**config.mk**
```make
export PLATFORM = sky130hd
export DESIGN_NAME = sm3_hash_engine_top
export DESIGN_NICKNAME = d
export VERILOG_FILES = /design/src/design/sm3_pkg.sv /design/src/design/sm3_front.sv /design/src/design/sm3_queue.sv /design/src/design/sm3_core.sv /design/src/design/sm3_hash_engine_top.sv
export SDC_FILE = /design/constraint.sdc
export NUM_CORES = 2
export LEC_CHECK = 0
export BUFFER_PORTS_ARGS = -buffer_cell sky130_fd_sc_hd__buf_2
export CAP_MARGIN = 30
export CORE_UTILIZATION = 58
export DETAILED_ROUTE_END_ITERATION = 10
export PLACE_DENSITY = 0.86
export SLEW_MARGIN = 20
export SYNTH_ARGS = -nofsm -noshare
export SYNTH_HDL_FRONTEND = slang
export SYNTH_SLANG_ARGS = --single-unit
```
**constraint.sdc**
```tcl
create_clock -name clk -period 52.4 [get_ports clk]
set_clock_uncertainty 0.05 [all_clocks]
set_input_delay 15.72 -clock clk [delete_from_list [all_inputs] [get_ports clk]]
set_output_delay 15.72 -clock clk [all_outputs]
set_load 0.02 [all_outputs]
```
**src/design/sm3_pkg.sv**
```systemverilog
`default_nettype none

package sm3_pkg;

  typedef logic [31:0] word_t;
  typedef logic [511:0] block_t;
  typedef word_t chain_t [8];

  // One block for the compression core; last asks for the digest after it.
  typedef struct packed {
    block_t block;
    logic   last;
  } job_t;

  localparam int QUEUE_DEPTH = 2;

  localparam word_t T_LOW  = 32'h79cc4519;
  localparam word_t T_HIGH = 32'h7a879d8a;
  localparam logic [7:0] PAD_BYTE = 8'h80;
  localparam logic [5:0] LAST_ROUND = 6'd63;
  localparam logic [5:0] LEN_START = 6'd56;

  localparam chain_t SM3_IV = '{
    32'h7380166f, 32'h4914b2b9, 32'h172442d7, 32'hda8a0600,
    32'ha96f30bc, 32'h163138aa, 32'he38dee4d, 32'hb0fb0e4e
  };

  function automatic word_t rol32(input word_t x, input int unsigned n);
    if (n == 0) begin
      return x;
    end
    return (x << n) | (x >> (32 - n));
  endfunction

  function automatic word_t perm0(input word_t x);
    return x ^ rol32(x, 9) ^ rol32(x, 17);
  endfunction

  function automatic word_t perm1(input word_t x);
    return x ^ rol32(x, 15) ^ rol32(x, 23);
  endfunction

  // Round constant rotated by j mod 32; upper half of the doubled word.
  function automatic word_t tj_rot(input logic [5:0] j);
    logic [63:0] dbl;
    word_t       t;
    t   = (j < 6'd16) ? T_LOW : T_HIGH;
    dbl = {t, t} << j[4:0];
    return dbl[63:32];
  endfunction

endpackage

`default_nettype wire

```
**src/design/sm3_front.sv**
```systemverilog
`default_nettype none

module sm3_front
  import sm3_pkg::*;
(
  input  wire logic       clk,
  input  wire logic       rst,
  input  wire logic       msg_valid,
  output logic            msg_stall,
  input  wire logic       op,
  input  wire logic [7:0] data_byte,
  output logic            push_valid,
  input  wire logic       push_stall,
  output job_t            push_job
);

  logic [7:0]  block_buffer [64];
  logic [5:0]  fill;
  logic [63:0] bit_total;
  logic        pad2;
  logic        accept;
  block_t      blk_data;
  block_t      blk_pad;

  // pad2: finish spilled into a second, length-only block
  assign msg_stall = push_stall | pad2;
  assign accept    = msg_valid & ~msg_stall;

  always_comb begin
    for (int i = 0; i < 64; i++) begin
      blk_data[511 - 8*i -: 8] = (6'(i) == fill) ? data_byte : block_buffer[i];
      if (6'(i) < fill) begin
        blk_pad[511 - 8*i -: 8] = block_buffer[i];
      end else if (6'(i) == fill) begin
        blk_pad[511 - 8*i -: 8] = PAD_BYTE;
      end else begin
        blk_pad[511 - 8*i -: 8] = 8'h00;
      end
    end
    if (fill < LEN_START) begin
      blk_pad[63:0] = bit_total;
    end
  end

  always_comb begin
    push_valid = 1'b0;
    push_job   = '{block: blk_data, last: 1'b0};
    if (pad2) begin
      push_valid = 1'b1;
      push_job   = '{block: {448'b0, bit_total}, last: 1'b1};
    end else if (accept && !op) begin
      push_valid = (fill == LAST_ROUND);
    end else if (accept && op) begin
      push_valid = 1'b1;
      push_job   = '{block: blk_pad, last: (fill < LEN_START)};
    end
  end

  always_ff @(posedge clk) begin
    if (accept && !op) begin
      block_buffer[fill] <= data_byte;
    end
  end

  always_ff @(posedge clk) begin
    if (rst) begin
      fill      <= '0;
      bit_total <= '0;
      pad2      <= 1'b0;
    end else if (pad2) begin
      if (!push_stall) begin
        pad2      <= 1'b0;
        fill      <= '0;
        bit_total <= '0;
      end
    end else if (accept && !op) begin
      fill      <= fill + 6'd1;
      bit_total <= bit_total + 64'd8;
    end else if (accept && op) begin
      if (fill < LEN_START) begin
        fill      <= '0;
        bit_total <= '0;
      end else begin
        pad2 <= 1'b1;
      end
    end
  end

endmodule

`default_nettype wire

```
**src/design/sm3_queue.sv**
```systemverilog
`default_nettype none

module sm3_queue
  import sm3_pkg::*;
(
  input  wire logic clk,
  input  wire logic rst,
  input  wire logic push_valid,
  output logic      push_stall,
  input  wire job_t push_job,
  output logic      pop_valid,
  input  wire logic pop_stall,
  output job_t      pop_job
);

  localparam int CNT_W = $clog2(QUEUE_DEPTH + 1);
  localparam int PTR_W = $clog2(QUEUE_DEPTH);

  job_t             slot [QUEUE_DEPTH];
  logic [PTR_W-1:0] wr_ptr;
  logic [PTR_W-1:0] rd_ptr;
  logic [CNT_W-1:0] count;
  logic             do_push;
  logic             do_pop;

  assign push_stall = (count == CNT_W'(QUEUE_DEPTH));
  assign pop_valid  = (count != '0);
  assign pop_job    = slot[rd_ptr];
  assign do_push    = push_valid & ~push_stall;
  assign do_pop     = pop_valid & ~pop_stall;

  always_ff @(posedge clk) begin
    if (do_push) begin
      slot[wr_ptr] <= push_job;
    end
  end

  always_ff @(posedge clk) begin
    if (rst) begin
      wr_ptr <= '0;
      rd_ptr <= '0;
      count  <= '0;
    end else begin
      if (do_push) begin
        wr_ptr <= (wr_ptr == PTR_W'(QUEUE_DEPTH - 1)) ? '0 : wr_ptr + PTR_W'(1);
      end
      if (do_pop) begin
        rd_ptr <= (rd_ptr == PTR_W'(QUEUE_DEPTH - 1)) ? '0 : rd_ptr + PTR_W'(1);
      end
      if (do_push && !do_pop) begin
        count <= count + CNT_W'(1);
      end else if (do_pop && !do_push) begin
        count <= count - CNT_W'(1);
      end
    end
  end

endmodule

`default_nettype wire

```
**src/design/sm3_core.sv**
```systemverilog
`default_nettype none

module sm3_core
  import sm3_pkg::*;
(
  input  wire logic   clk,
  input  wire logic   rst,
  input  wire logic   job_valid,
  output logic        job_stall,
  input  wire job_t   job,
  output logic        dig_valid,
  input  wire logic   dig_stall,
  output logic [63:0] digest_part,
  output logic [1:0]  part_index,
  output logic        last_part
);

  typedef enum logic [1:0] {IDLE, ROUND, FOLD, EMIT} state_t;

  state_t     state;
  chain_t     chain;
  word_t      v [8];
  word_t      w [16];
  logic [5:0] j;
  logic [1:0] part;
  logic       last_job;

  word_t a12, ss1, ss2, ff, gg, tt1, tt2, w_next;

  assign job_stall   = (state != IDLE);
  assign part_index  = part;
  assign last_part   = (part == 2'd3);
  assign digest_part = {chain[{part, 1'b0}], chain[{part, 1'b1}]};

  always_comb begin
    a12 = rol32(v[0], 12);
    ss1 = rol32(a12 + v[4] + tj_rot(j), 7);
    ss2 = ss1 ^ a12;
    if (j < 6'd16) begin
      ff = v[0] ^ v[1] ^ v[2];
      gg = v[4] ^ v[5] ^ v[6];
    end else begin
      ff = (v[0] & v[1]) | (v[0] & v[2]) | (v[1] & v[2]);
      gg = (v[4] & v[5]) | (~v[4] & v[6]);
    end
    tt1 = ff + v[3] + ss2 + (w[0] ^ w[4]);
    tt2 = gg + v[7] + ss1 + w[0];
    // window holds W[j..j+15]; next expanded word enters at the top
    w_next = perm1(w[0] ^ w[7] ^ rol32(w[13], 15)) ^ rol32(w[3], 7) ^ w[10];
  end

  always_ff @(posedge clk) begin
    if (rst) begin
      state     <= IDLE;
      chain     <= SM3_IV;
      dig_valid <= 1'b0;
      part      <= '0;
      j         <= '0;
      last_job  <= 1'b0;
    end else begin
      unique case (state)
        IDLE: begin
          if (job_valid) begin
            for (int i = 0; i < 16; i++) begin
              w[i] <= job.block[511 - 32*i -: 32];
            end
            for (int i = 0; i < 8; i++) begin
              v[i] <= chain[i];
            end
            last_job <= job.last;
            j        <= '0;
            state    <= ROUND;
          end
        end
        ROUND: begin
          for (int i = 0; i < 15; i++) begin
            w[i] <= w[i+1];
          end
          w[15] <= w_next;
          v[0] <= tt1;
          v[1] <= v[0];
          v[2] <= rol32(v[1], 9);
          v[3] <= v[2];
          v[4] <= perm0(tt2);
          v[5] <= v[4];
          v[6] <= rol32(v[5], 19);
          v[7] <= v[6];
          j    <= j + 6'd1;
          if (j == LAST_ROUND) begin
            state <= FOLD;
          end
        end
        FOLD: begin
          for (int i = 0; i < 8; i++) begin
            chain[i] <= chain[i] ^ v[i];
          end
          if (last_job) begin
            part      <= '0;
            dig_valid <= 1'b1;
            state     <= EMIT;
          end else begin
            state <= IDLE;
          end
        end
        EMIT: begin
          if (!dig_stall) begin
            if (part == 2'd3) begin
              dig_valid <= 1'b0;
              chain     <= SM3_IV;
              part      <= '0;
              state     <= IDLE;
            end else begin
              part <= part + 2'd1;
            end
          end
        end
        default: state <= IDLE;
      endcase
    end
  end

`ifndef ASSERT_OFF
  a_round_count: assert property (@(posedge clk) disable iff (rst)
    (state == ROUND && j != LAST_ROUND) |=> (state == ROUND && j == 6'($past(j) + 6'd1)))
    else $error("round counter skipped");

  a_valid_only_emit: assert property (@(posedge clk) disable iff (rst)
    dig_valid |-> (state == EMIT))
    else $error("digest valid outside emit");

  a_iv_after_digest: assert property (@(posedge clk) disable iff (rst)
    (dig_valid && !dig_stall && part == 2'd3) |=> (!dig_valid && chain[0] == SM3_IV[0]))
    else $error("chain not restored after digest");
`endif

endmodule

`default_nettype wire

```
**src/design/sm3_hash_engine_top.sv**
```systemverilog
`default_nettype none

// SM3 hash engine. A request carries op 0 with one message byte, or op 1 to
// finish the message. Bytes are taken one per cycle, while msg_stall is low,
// into a 64-byte block; each full block (and the one or two padded blocks
// built at finish) goes into a two-block queue, and the compression core
// works a block in one load, 64 rounds at one per cycle and one fold into
// the chaining state; it takes no new block until it is through with the
// last one. msg_stall rises only while both queue slots are full or while
// a finish that overflowed into a second pad block is queued. After the last
// block of a message the digest comes out as four 64-bit parts, most
// significant first, and the core returns to the IV; bytes of the following
// message keep filling the front block meanwhile.
module sm3_hash_engine_top
  import sm3_pkg::*;
(
  input  wire logic        clk,
  input  wire logic        rst,
  input  wire logic        msg_valid,
  output logic             msg_stall,
  input  wire logic        op,
  input  wire logic [7:0]  data_byte,
  output logic             dig_valid,
  input  wire logic        dig_stall,
  output logic [63:0]      digest_part,
  output logic [1:0]       part_index,
  output logic             last_part
);

  logic push_valid, push_stall;
  logic pop_valid, pop_stall;
  job_t push_job, pop_job;

  sm3_front u_front (
    .clk        (clk),
    .rst        (rst),
    .msg_valid  (msg_valid),
    .msg_stall  (msg_stall),
    .op         (op),
    .data_byte  (data_byte),
    .push_valid (push_valid),
    .push_stall (push_stall),
    .push_job   (push_job)
  );

  sm3_queue u_queue (
    .clk        (clk),
    .rst        (rst),
    .push_valid (push_valid),
    .push_stall (push_stall),
    .push_job   (push_job),
    .pop_valid  (pop_valid),
    .pop_stall  (pop_stall),
    .pop_job    (pop_job)
  );

  sm3_core u_core (
    .clk         (clk),
    .rst         (rst),
    .job_valid   (pop_valid),
    .job_stall   (pop_stall),
    .job         (pop_job),
    .dig_valid   (dig_valid),
    .dig_stall   (dig_stall),
    .digest_part (digest_part),
    .part_index  (part_index),
    .last_part   (last_part)
  );

endmodule

`default_nettype wire

```
==> results.cfg <==
[status]
status = finished clean

[layout]
finalNetCount = 10260
final_layout_size_suffix_gt1_share_pct = 8.305
instances_no_fill = 12950
syn_to_final_growth_pct = 10.15
postLayoutCoreUtil_pct = 64.55

[clocking]
clock_tree.buffer_depth = 4
cts_setup_buffers = 0
cts-root-buf = clkbuf_16
cts_buffers = 280
cts.sinks = 2647
insertion_delay_ns = 0.96
cts_hold_buf = 0
clkSlewWorstSetupHoldPaths_ns = 0.06
htreeDepth = 5
postCtsResizedCells = 0
cts_tree = yes

[timing]
drv_slew = 0
final-setup-viol-count = 0
fin_crit_sh_pct = 37.11
worst_slack_ns = 32.95
fmax_mhz = 51.42
period_needed_ns = 19.45
rsz0062_at_grt = false
slew_headroom_pct = 18.67
worstMarginPinSlew_ns = 1.220
fin_tns_setup_ns = 0
hold_violations = 0

[placement]
port_buffers = 81
place_inst = 12450
place_congestion = 1.056
place_hpwl_um = 265300
place_ws_ns = 32.17

[die]
rows = 167
start_util_pct = 58.60
coreArea_um2 = 207900
dieArea_um2 = 211900
io_pins = 82
die-height_um = 460.3
die_width_um = 460.3

[worst_setup_path]
r2r_cells = 37
rrSetupSlack_ns = 40.40
timing.rr.start = u_core.j[4]
slowest_delay_ns = 0.80
critPathLaunchType = register
critPathLaunch = u_core.part_index[0]
critPathRequiredTime_ns = 36.63
path_depth = 3
crit_slowest_cell = dfxtp_4
cp_top_family = buffers and inverters
endpoint = digest_part[51]
worst-setup-path-type = reg -> out
arrival_ns = 3.68
end_kind = output port
path_cells = buf_4 -> mux4_2 -> buf_2
critPathBufInv = 2
worst-path-max-fanout = 36
reg2reg_to = u_core.v[0][155]

[grt]
grt_pass1_vias = 82540
track_usage_pct = 37.49
grt_start_max_net_pins = 175
antenna_found_initial = 34
grt.overflow.total = 0
grt_pass1_wl_um = 568300

[yosys]
syn-cell-area_um2 = 121800
ys_types = 82
ys_ff_latch = 2647
syn_area_per_cell_um2 = 12.23
synth.most_common_cell = edfxtp_1
synth-edff-count = 2306
yosysTopAreaCellShare_pct = 56.84
yosysSeqAreaShare_pct = 62.44
synth_common_cells = edfxtp_1 (2306), nand2_1 (1279), nor2_1 (918)
yosys_warnings = 0
ys.flop_type = edfxtp_1
syn_inst = 9964
syn_nets = 10270
synth_area_leaders = edfxtp_1 (57%), dfxtp_1 (5.6%), mux2i_1 (5.5%), nand2_1 (3.9%), o21ai_0 (3.3%)
yosysTopAreaCell = edfxtp_1
synth-async-reset-ratio_pct = 0

[routing]
drtIter0Drc = 14320
viasPerCell = 6.668
dr.pass1.iters = 10
drtAntennaViolNets = 0
wire_per_inst_um = 31.05
drc_errors = 0
drt-total-wl_um = 402200
dr_total_vias = 86370

[hold_path]
hp-class = reg -> reg

[flow_run]
cap_violations = 0
worst min-delay path by stage:
stage | endpoint | slack [ns] | cells after the start | start
2_1_floorplan | u_front.bit_total[62] | 0.41 | 2 | u_front.bit_total[62]
4_1_cts | u_core.last_job | 0.46 | 2 | u_core.last_job
3_3_place_gp | u_front.bit_total[62] | 0.42 | 2 | u_front.bit_total[62]
3_5_place_dp | register | 0.44 | 2 | u_queue.rd_ptr
6_report | register | 0.46 | 2 | u_queue.rd_ptr
5_1_grt | u_core.w[4][27] | 0.49 | 2 | u_core.w[5][27]
per-stage QoR:
stage	cell area, um2	hold slack, ns
4_1_cts	133900	0.4567
2_1_floorplan	121800	0.4081
6_report	134200	0.4552
3_5_place_dp	125200	0.4408
5_1_grt	134200	0.4856
3_3_place_gp	125000	0.4173
sequential cells by signal, indices dropped and copies added, names as in the netlist, named ones only:
name	flops
u_queue.slot	1026
u_front.block_buffer	512
u_queue.rd_ptr	1
u_core.state	2
u_core.last_job	1
u_core.j	6
u_core.w	512
u_front.pad2	1
u_core.part_index	2
u_front.fill	6
u_core.dig_valid	1
u_core.chain	256
u_core.v	256
u_front.bit_total	61
u_queue.wr_ptr	1
u_queue.count	2
layout by cell type (no fill, tap or decap), drive strengths merged, types with 26 or more instances in the layout:
cell type	n
a31oi	60
o22ai	26
nand3	160
a221o	32
a211oi	47
o211ai	32
buf	248
a22oi	54
and3	150
xnor2	302
a21oi	678
a22o	59
o21ai	825
inv	320
nand2	1279
xor2	275
edfxtp	2306
nor2b	27
a21o	36
nor2	918
nor3	89
mux4	64
ha	104
mux2	93
mux2i	668
clkbuf	342
or3	26
fa	188
dfxtp	341
clkinv	102
layout make-up:
cell class / instances / area [um2]
Multi-Input combinational cell: 6464 / 42690
Clock buffer: 340 / 7410
Fill cell: 14280 / 73700
Inverter: 313 / 1177
Sequential cell: 2647 / 76090
Timing Repair Buffer: 250 / 2034
Tap cell: 2788 / 3488
Clock inverter: 137 / 1271
Antenna cell: 14 / 35.03
worst min-delay path, cell delays in order (launching register included):
cell     delay (ns)
dfxtp_1        0.32
xor2_1         0.08
nor2_1         0.07
per-layer routing:
metal,vias up,global-route usage [%],part of all wire (%)
met5,-,0,0.040
met4,25,31.37,10
met1,41510,44.93,32
met3,1701,11.10,14
met2,7211,55.91,43
li1,35930,-,-
cells by family after synthesis:
group                      count (synthesis)  share of synthesized area, %
adders and majority gates                293                         4.165
and+or+nand+nor                         2774                         9.566
buffers and inverters                    853                         2.631
DFF                                     2647                         62.44
AOI/OAI and AO/OA                       1983                         9.293
xor gates and xnor gates                 589                         4.372
muxes                                    825                         7.531
Power is left out: the tool's default activity adds up to more than one toggle a clock period on the data nets, which glitch-free logic cannot reach.
